$ cat config.mk
export PLATFORM = sky130hd
export DESIGN_NAME = mwc_exact_cell
export DESIGN_NICKNAME = d
export VERILOG_FILES = /design/src/design/mwc_pkg.sv /design/src/design/mwc_exact_cell.sv
export SDC_FILE = /design/constraint.sdc
export NUM_CORES = 1
export LEC_CHECK = 0
export BUFFER_PORTS_ARGS = -buffer_cell sky130_fd_sc_hd__clkbuf_2
export CAP_MARGIN = 10
export CELL_PAD_IN_SITES_DETAIL_PLACEMENT = 1
export CELL_PAD_IN_SITES_GLOBAL_PLACEMENT = 1
export CORE_ASPECT_RATIO = 0.5
export CORE_MARGIN = 5
export CORE_UTILIZATION = 38
export DETAILED_ROUTE_END_ITERATION = 12
export PLACE_DENSITY = 0.89
export SYNTH_ARGS = -nofsm -noshare
export SYNTH_HDL_FRONTEND = slang
export SYNTH_SLANG_ARGS = --single-unit
$ cat constraint.sdc
create_clock -name clk -period 2.6 [get_ports clk]
set_clock_uncertainty 0.05 [all_clocks]
set_input_delay 0.52 -clock clk [delete_from_list [all_inputs] [get_ports clk]]
set_output_delay 0.52 -clock clk [all_outputs]
set_load 0.02 [all_outputs]
$ cat src/design/mwc_pkg.sv
package mwc_pkg;

    // table depths
    localparam int EXACT_SLOTS = 16;
    localparam int RANGE_SLOTS = 8;

    // field widths
    localparam int ADDR_W = 24;
    localparam int SIZE_W = 2;
    localparam int SLOT_W = 4;
    localparam int MODE_W = 3;

    // cell index wide enough for either table and for the slot field
    localparam int MAX_SLOTS  = (EXACT_SLOTS > RANGE_SLOTS) ? EXACT_SLOTS : RANGE_SLOTS;
    localparam int CELL_IDX_W = ($clog2(MAX_SLOTS) > SLOT_W) ? $clog2(MAX_SLOTS) : SLOT_W;

    // total cells in the chain
    localparam int CHAIN_LEN = RANGE_SLOTS + EXACT_SLOTS;

    localparam logic [ADDR_W-1:0] PROTECT_LIMIT = ADDR_W'(24'h000120);

    typedef enum logic [1:0] {
        KIND_CHECK      = 2'd0,
        KIND_LOAD_EXACT = 2'd1,
        KIND_LOAD_RANGE = 2'd2,
        KIND_CLEAR      = 2'd3
    } kind_t;

    typedef enum logic [SIZE_W-1:0] {
        SIZE_BYTE = 2'd0,
        SIZE_WORD = 2'd1,
        SIZE_LONG = 2'd2,
        SIZE_WIDE = 2'd3
    } size_t;

    // request transaction
    typedef struct packed {
        logic [1:0]        kind;
        logic [ADDR_W-1:0] address;
        logic [SIZE_W-1:0] size_code;
        logic              is_write;
        logic [SLOT_W-1:0] slot;
        logic [ADDR_W-1:0] range_top;
        logic              enable;
        logic              protect_on;
    } req_t;

    // response transaction
    typedef struct packed {
        logic              watch_hit;
        logic              hit_is_range;
        logic [SLOT_W-1:0] hit_slot;
        logic [MODE_W-1:0] hit_mode;
        logic              align_error;
        logic              protect_fault;
        logic              pass_to_memory;
    } rsp_t;

    // token handed from cell to cell
    typedef struct packed {
        logic              valid;
        kind_t             kind;
        logic [ADDR_W-1:0] addr;
        logic [ADDR_W:0]   last;
        logic [SIZE_W-1:0] size;
        logic              dir;
        logic [SLOT_W-1:0] slot;
        logic [ADDR_W-1:0] top;
        logic              en;
        logic              prot;
        logic              hit;
        logic              is_range;
        logic [SLOT_W-1:0] hit_idx;
    } token_t;

endpackage

$ cat src/design/mwc_exact_cell.sv
module mwc_exact_cell
    import mwc_pkg::*;
(
    input  logic                  clk,
    input  logic                  rst_n,
    input  logic                  adv,
    input  logic [CELL_IDX_W-1:0] cell_index,
    input  token_t                tok_in,
    output token_t                tok_out
);

    logic              valid_reg, valid_next;
    logic              dir_reg, dir_next;
    logic [SIZE_W-1:0] size_reg, size_next;
    logic [ADDR_W-1:0] addr_reg, addr_next;
    token_t            tok_reg, tok_next;
    logic              load_me;
    logic              match;

    // entry update and match test
    always_comb
    begin
        valid_next = valid_reg;
        dir_next   = dir_reg;
        size_next  = size_reg;
        addr_next  = addr_reg;
        tok_next   = tok_in;

        load_me = tok_in.valid && (tok_in.kind == KIND_LOAD_EXACT)
                  && (CELL_IDX_W'(tok_in.slot) == cell_index);
        match   = valid_reg && (dir_reg == tok_in.dir) && (size_reg == tok_in.size)
                  && (addr_reg == tok_in.addr);

        if (load_me)
        begin
            valid_next = tok_in.en;
            dir_next   = tok_in.dir;
            size_next  = tok_in.size;
            addr_next  = tok_in.addr;
        end
        else if (tok_in.valid && (tok_in.kind == KIND_CLEAR))
        begin
            valid_next = 1'b0;
            dir_next   = 1'b0;
            size_next  = '0;
            addr_next  = '0;
        end

        // only if no earlier slot (range or exact) matched
        if (tok_in.valid && (tok_in.kind == KIND_CHECK) && !tok_in.hit && match)
        begin
            tok_next.hit      = 1'b1;
            tok_next.is_range = 1'b0;
            tok_next.hit_idx  = cell_index[SLOT_W-1:0];
        end
    end

    always_ff @(posedge clk or negedge rst_n)
    begin
        if (!rst_n)
        begin
            valid_reg <= 1'b0;
            dir_reg   <= 1'b0;
            size_reg  <= '0;
            addr_reg  <= '0;
            tok_reg   <= '0;
        end
        else if (adv)
        begin
            valid_reg <= valid_next;
            dir_reg   <= dir_next;
            size_reg  <= size_next;
            addr_reg  <= addr_next;
            tok_reg   <= tok_next;
        end
    end

    assign tok_out = tok_reg;

endmodule

==> results.sh <==
export IMPL_status="finished, final reports clean"
export IMPL_reg2reg_depth=5
export IMPL_die_area_um2=15100
export IMPL_ys_seq_elements=119
export IMPL_p_switching_mw=1.33
export IMPL_finalCritPeriodShare_pct=84.6
export IMPL_place_gp_congestion=0.723
export IMPL_max_stage_delay_ns=0.61
export IMPL_worstPathMaxFanout=6
export IMPL_worst_pin_slew_ns=0.637
export IMPL_diodes=0
export IMPL_synthDistinctLibCells=29
export IMPL_drive_above_1_share_pct=58.9
export IMPL_maxCapViolCount=0
export IMPL_syn2layout_area_growth_pct=36.3
export IMPL_slew_violations=0
export IMPL_pwr_share_seq_pct=41.4
export IMPL_cts_setup_buffers=0
export IMPL_fin_crit_ns=2.20
export IMPL_wirelength_um=14400
export IMPL_yosysWarnings=0
export IMPL_cts_made_buffers=17
export IMPL_synth_area_leader_cell="dfrtp_1"
export IMPL_core_area_um2=12100
export IMPL_hold_depth=2
export IMPL_vias_per_cell=5.07
export IMPL_drc=0
export IMPL_syn_area_um2=4780
export IMPL_startpoint_type="flip-flop"
export IMPL_grt_pass1_vias=4078
export IMPL_setup_worst_path_start="addr_reg[5]$_DFFE_PN0P_"
export IMPL_arrival_ns=2.45
export IMPL_holdBufCountCts=1
export IMPL_path_clk_slew_ns=0.06
export IMPL_leakagePower_nw=3.20
export IMPL_num_rows=28
export IMPL_first_pass_iters=5
export IMPL_ios=189
export IMPL_fin_tns_setup_ns=0
export IMPL_path_cells="xnor2_1 > nand4_1 > or4_4 > or2_0 > a31o_1"
export IMPL_clock_latency_ns=0.41
export IMPL_grt_ovfl_total=0
export IMPL_synth_top_area_share_pct=62.3
export IMPL_crit_type="reg -> reg"
export IMPL_rsz0062_at_grt="no"
export IMPL_slowest_stage="or4_4"
export IMPL_cts_tree="built"
export IMPL_fmax_mhz=455
export IMPL_fill_cells=1278
export IMPL_die_h_um=89.3
export IMPL_track_usage_pct=19.8
export IMPL_rr_startpoint="addr_reg[5]$_DFFE_PN0P_"
export IMPL_intPower_mw=3.76
export IMPL_avgSynthCellArea_um2=14.9
export IMPL_portBuffers=188
export IMPL_wl_per_cell_um=20.7
export IMPL_endpoint_kind="flip-flop"
export IMPL_maxSlewHeadroom_pct=57.2
export IMPL_ir_worst_vdd_v=0.000362
export IMPL_setup_violations=0
export IMPL_grt_pass1_wl_um=22600
export IMPL_combinationalPowerShare_pct=15.1
export IMPL_largest_reg_flops=91
export IMPL_crit_required_ns=2.85
export IMPL_grt_max_degree=53
export IMPL_clk_root_buffer_cell="clkbuf_16"
export IMPL_initial_utilization_pct=39.6
export IMPL_vias=3528
export IMPL_worstReg2RegEnd="tok_out[4]$_DFFE_PN0P_"
export IMPL_ant_nets=0
export IMPL_cts_resized_gates=0
export IMPL_worstHoldStart="tok_in[13]"
export IMPL_p_per_area_nw_per_um2=782
export IMPL_final_hold_violation_count=0
export IMPL_swShare_pct=26.1
export IMPL_clkSinkCount=119
export IMPL_htree_levels=4
export IMPL_initialDrtViolationCount=148
export IMPL_antenna_found_initial=0
export IMPL_nNetsFinal=618
export IMPL_whs_endpoint="tok_out[13]$_DFFE_PN0P_"
export IMPL_yosys_top_cells_area="dfrtp_1, mux2_2, a22o_1, xor2_1, xnor2_1"
export IMPL_syn_nets=418
export IMPL_rrSetupSlack_ns=0.40
export IMPL_clockBufferDepth=2
export IMPL_dp_hpwl_um=10100
export IMPL_synth_seq_area_share_pct=62.3
export IMPL_min_path_type="in -> reg"
export IMPL_clock_power_share_pct=43.5
export IMPL_syn_instance_count=320
export IMPL_die_x_um=169
export IMPL_utilization_pct=54.0
[stage by stage]
step	hold WS (ns)	power (mW)	area, µm²	cells	setup slack [ns]
6_report	0.287	5.09	6510	696	0.401
2_1_floorplan	0.174	2.53	4780	320	0.592
3_5_place_dp	0.383	2.90	5950	665	0.245
4_1_cts	0.280	5.15	6510	696	0.418
3_3_place_gp	0.381	2.86	5950	665	0.281
5_1_grt	0.285	5.31	6510	696	0.349
[power groups by stage]
stage	Sequential (mW)	Clock [mW]	Combinational [mW]
5_1_grt	2.13	2.36	0.822
6_report	2.11	2.21	0.767
3_5_place_dp	2.14	0	0.767
4_1_cts	2.11	2.26	0.781
2_1_floorplan	2.30	0	0.232
3_3_place_gp	2.12	0	0.739
[worst max-delay path, delay by kind of cell, from the launching register on]
| family | cells | cell delay [ns] |
|---|---|---|
| compound gates | 1 | 0.28 |
| simple gates | 3 | 1.21 |
| xor+xnor | 1 | 0.16 |
| flops | 1 | 0.39 |
[logic make-up after synthesis]
family          share of synthesized area [%]
flops                                    62.3
mux                                      20.0
compound gates                           6.97
xor+xnor                                 5.68
simple gates                             3.09
buf+inv                                  1.91
[cells in the final DEF, fill, tap and decap left out, types with 2 or more instances in the layout]
cell type,instances
o211ai_1,4
mux2_2,85
nor4_1,4
o221ai_1,4
clkbuf_8,5
nand3_1,2
nor2_1,2
xor2_1,18
clkbuf_2,186
clkinv_2,2
clkbuf_1,5
dfrtp_1,119
xnor2_1,13
a22o_1,26
inv_1,5
buf_4,11
nand2_1,4
clkbuf_16,17
nand4_1,3
[worst max-delay path by stage]
stage                                        end
final                     tok_out[4]$_DFFE_PN0P_
after global routing      tok_out[4]$_DFFE_PN0P_
after CTS                 tok_out[4]$_DFFE_PN0P_
after detailed placement  tok_out[4]$_DFFE_PN0P_
after global placement    tok_out[4]$_DFFE_PN0P_
after floorplan           tok_out[4]$_DFFE_PN0P_
[layer usage]
layer	share of wire (%)	GRT usage, %	vias up
met5	0	0	-
met4	5.0	11.5	0
met3	3.8	4.99	49
met2	54	36.1	97
met1	37	21.5	1822
li1	-	-	1560
[synth_stat cells]
cell / number
nor2b_1: 1
o221ai_1: 4
and3_1: 1
or4_4: 1
and2_1: 1
nand2_1: 4
or2_0: 1
o21ai_1: 1
a31oi_1: 1
nand4_1: 3
nand4_4: 1
buf_1: 3
o211ai_1: 4
buf_2: 4
nand3_1: 2
nor2_1: 2
a22o_2: 1
nor4_1: 4
clkbuf_1: 11
mux2_2: 85
xnor2_1: 13
nor3_1: 1
dfrtp_1: 119
nor2b_2: 1
a22o_1: 26
a31o_1: 1
a32o_1: 1
inv_1: 5
xor2_1: 18
[area by class of cell]
class	count	area, µm²	area share (%)
Clock buffer	27	513	7.88
Clock inverter	3	40.0	0.615
Inverter	5	18.8	0.288
Multi-Input combinational cell	178	1710	26.3
Sequential cell	119	2980	45.7
Tap cell	165	206	3.17
Timing Repair Buffer	199	1040	16.0
No activity file was read; power rests on OpenSTA's default activity.
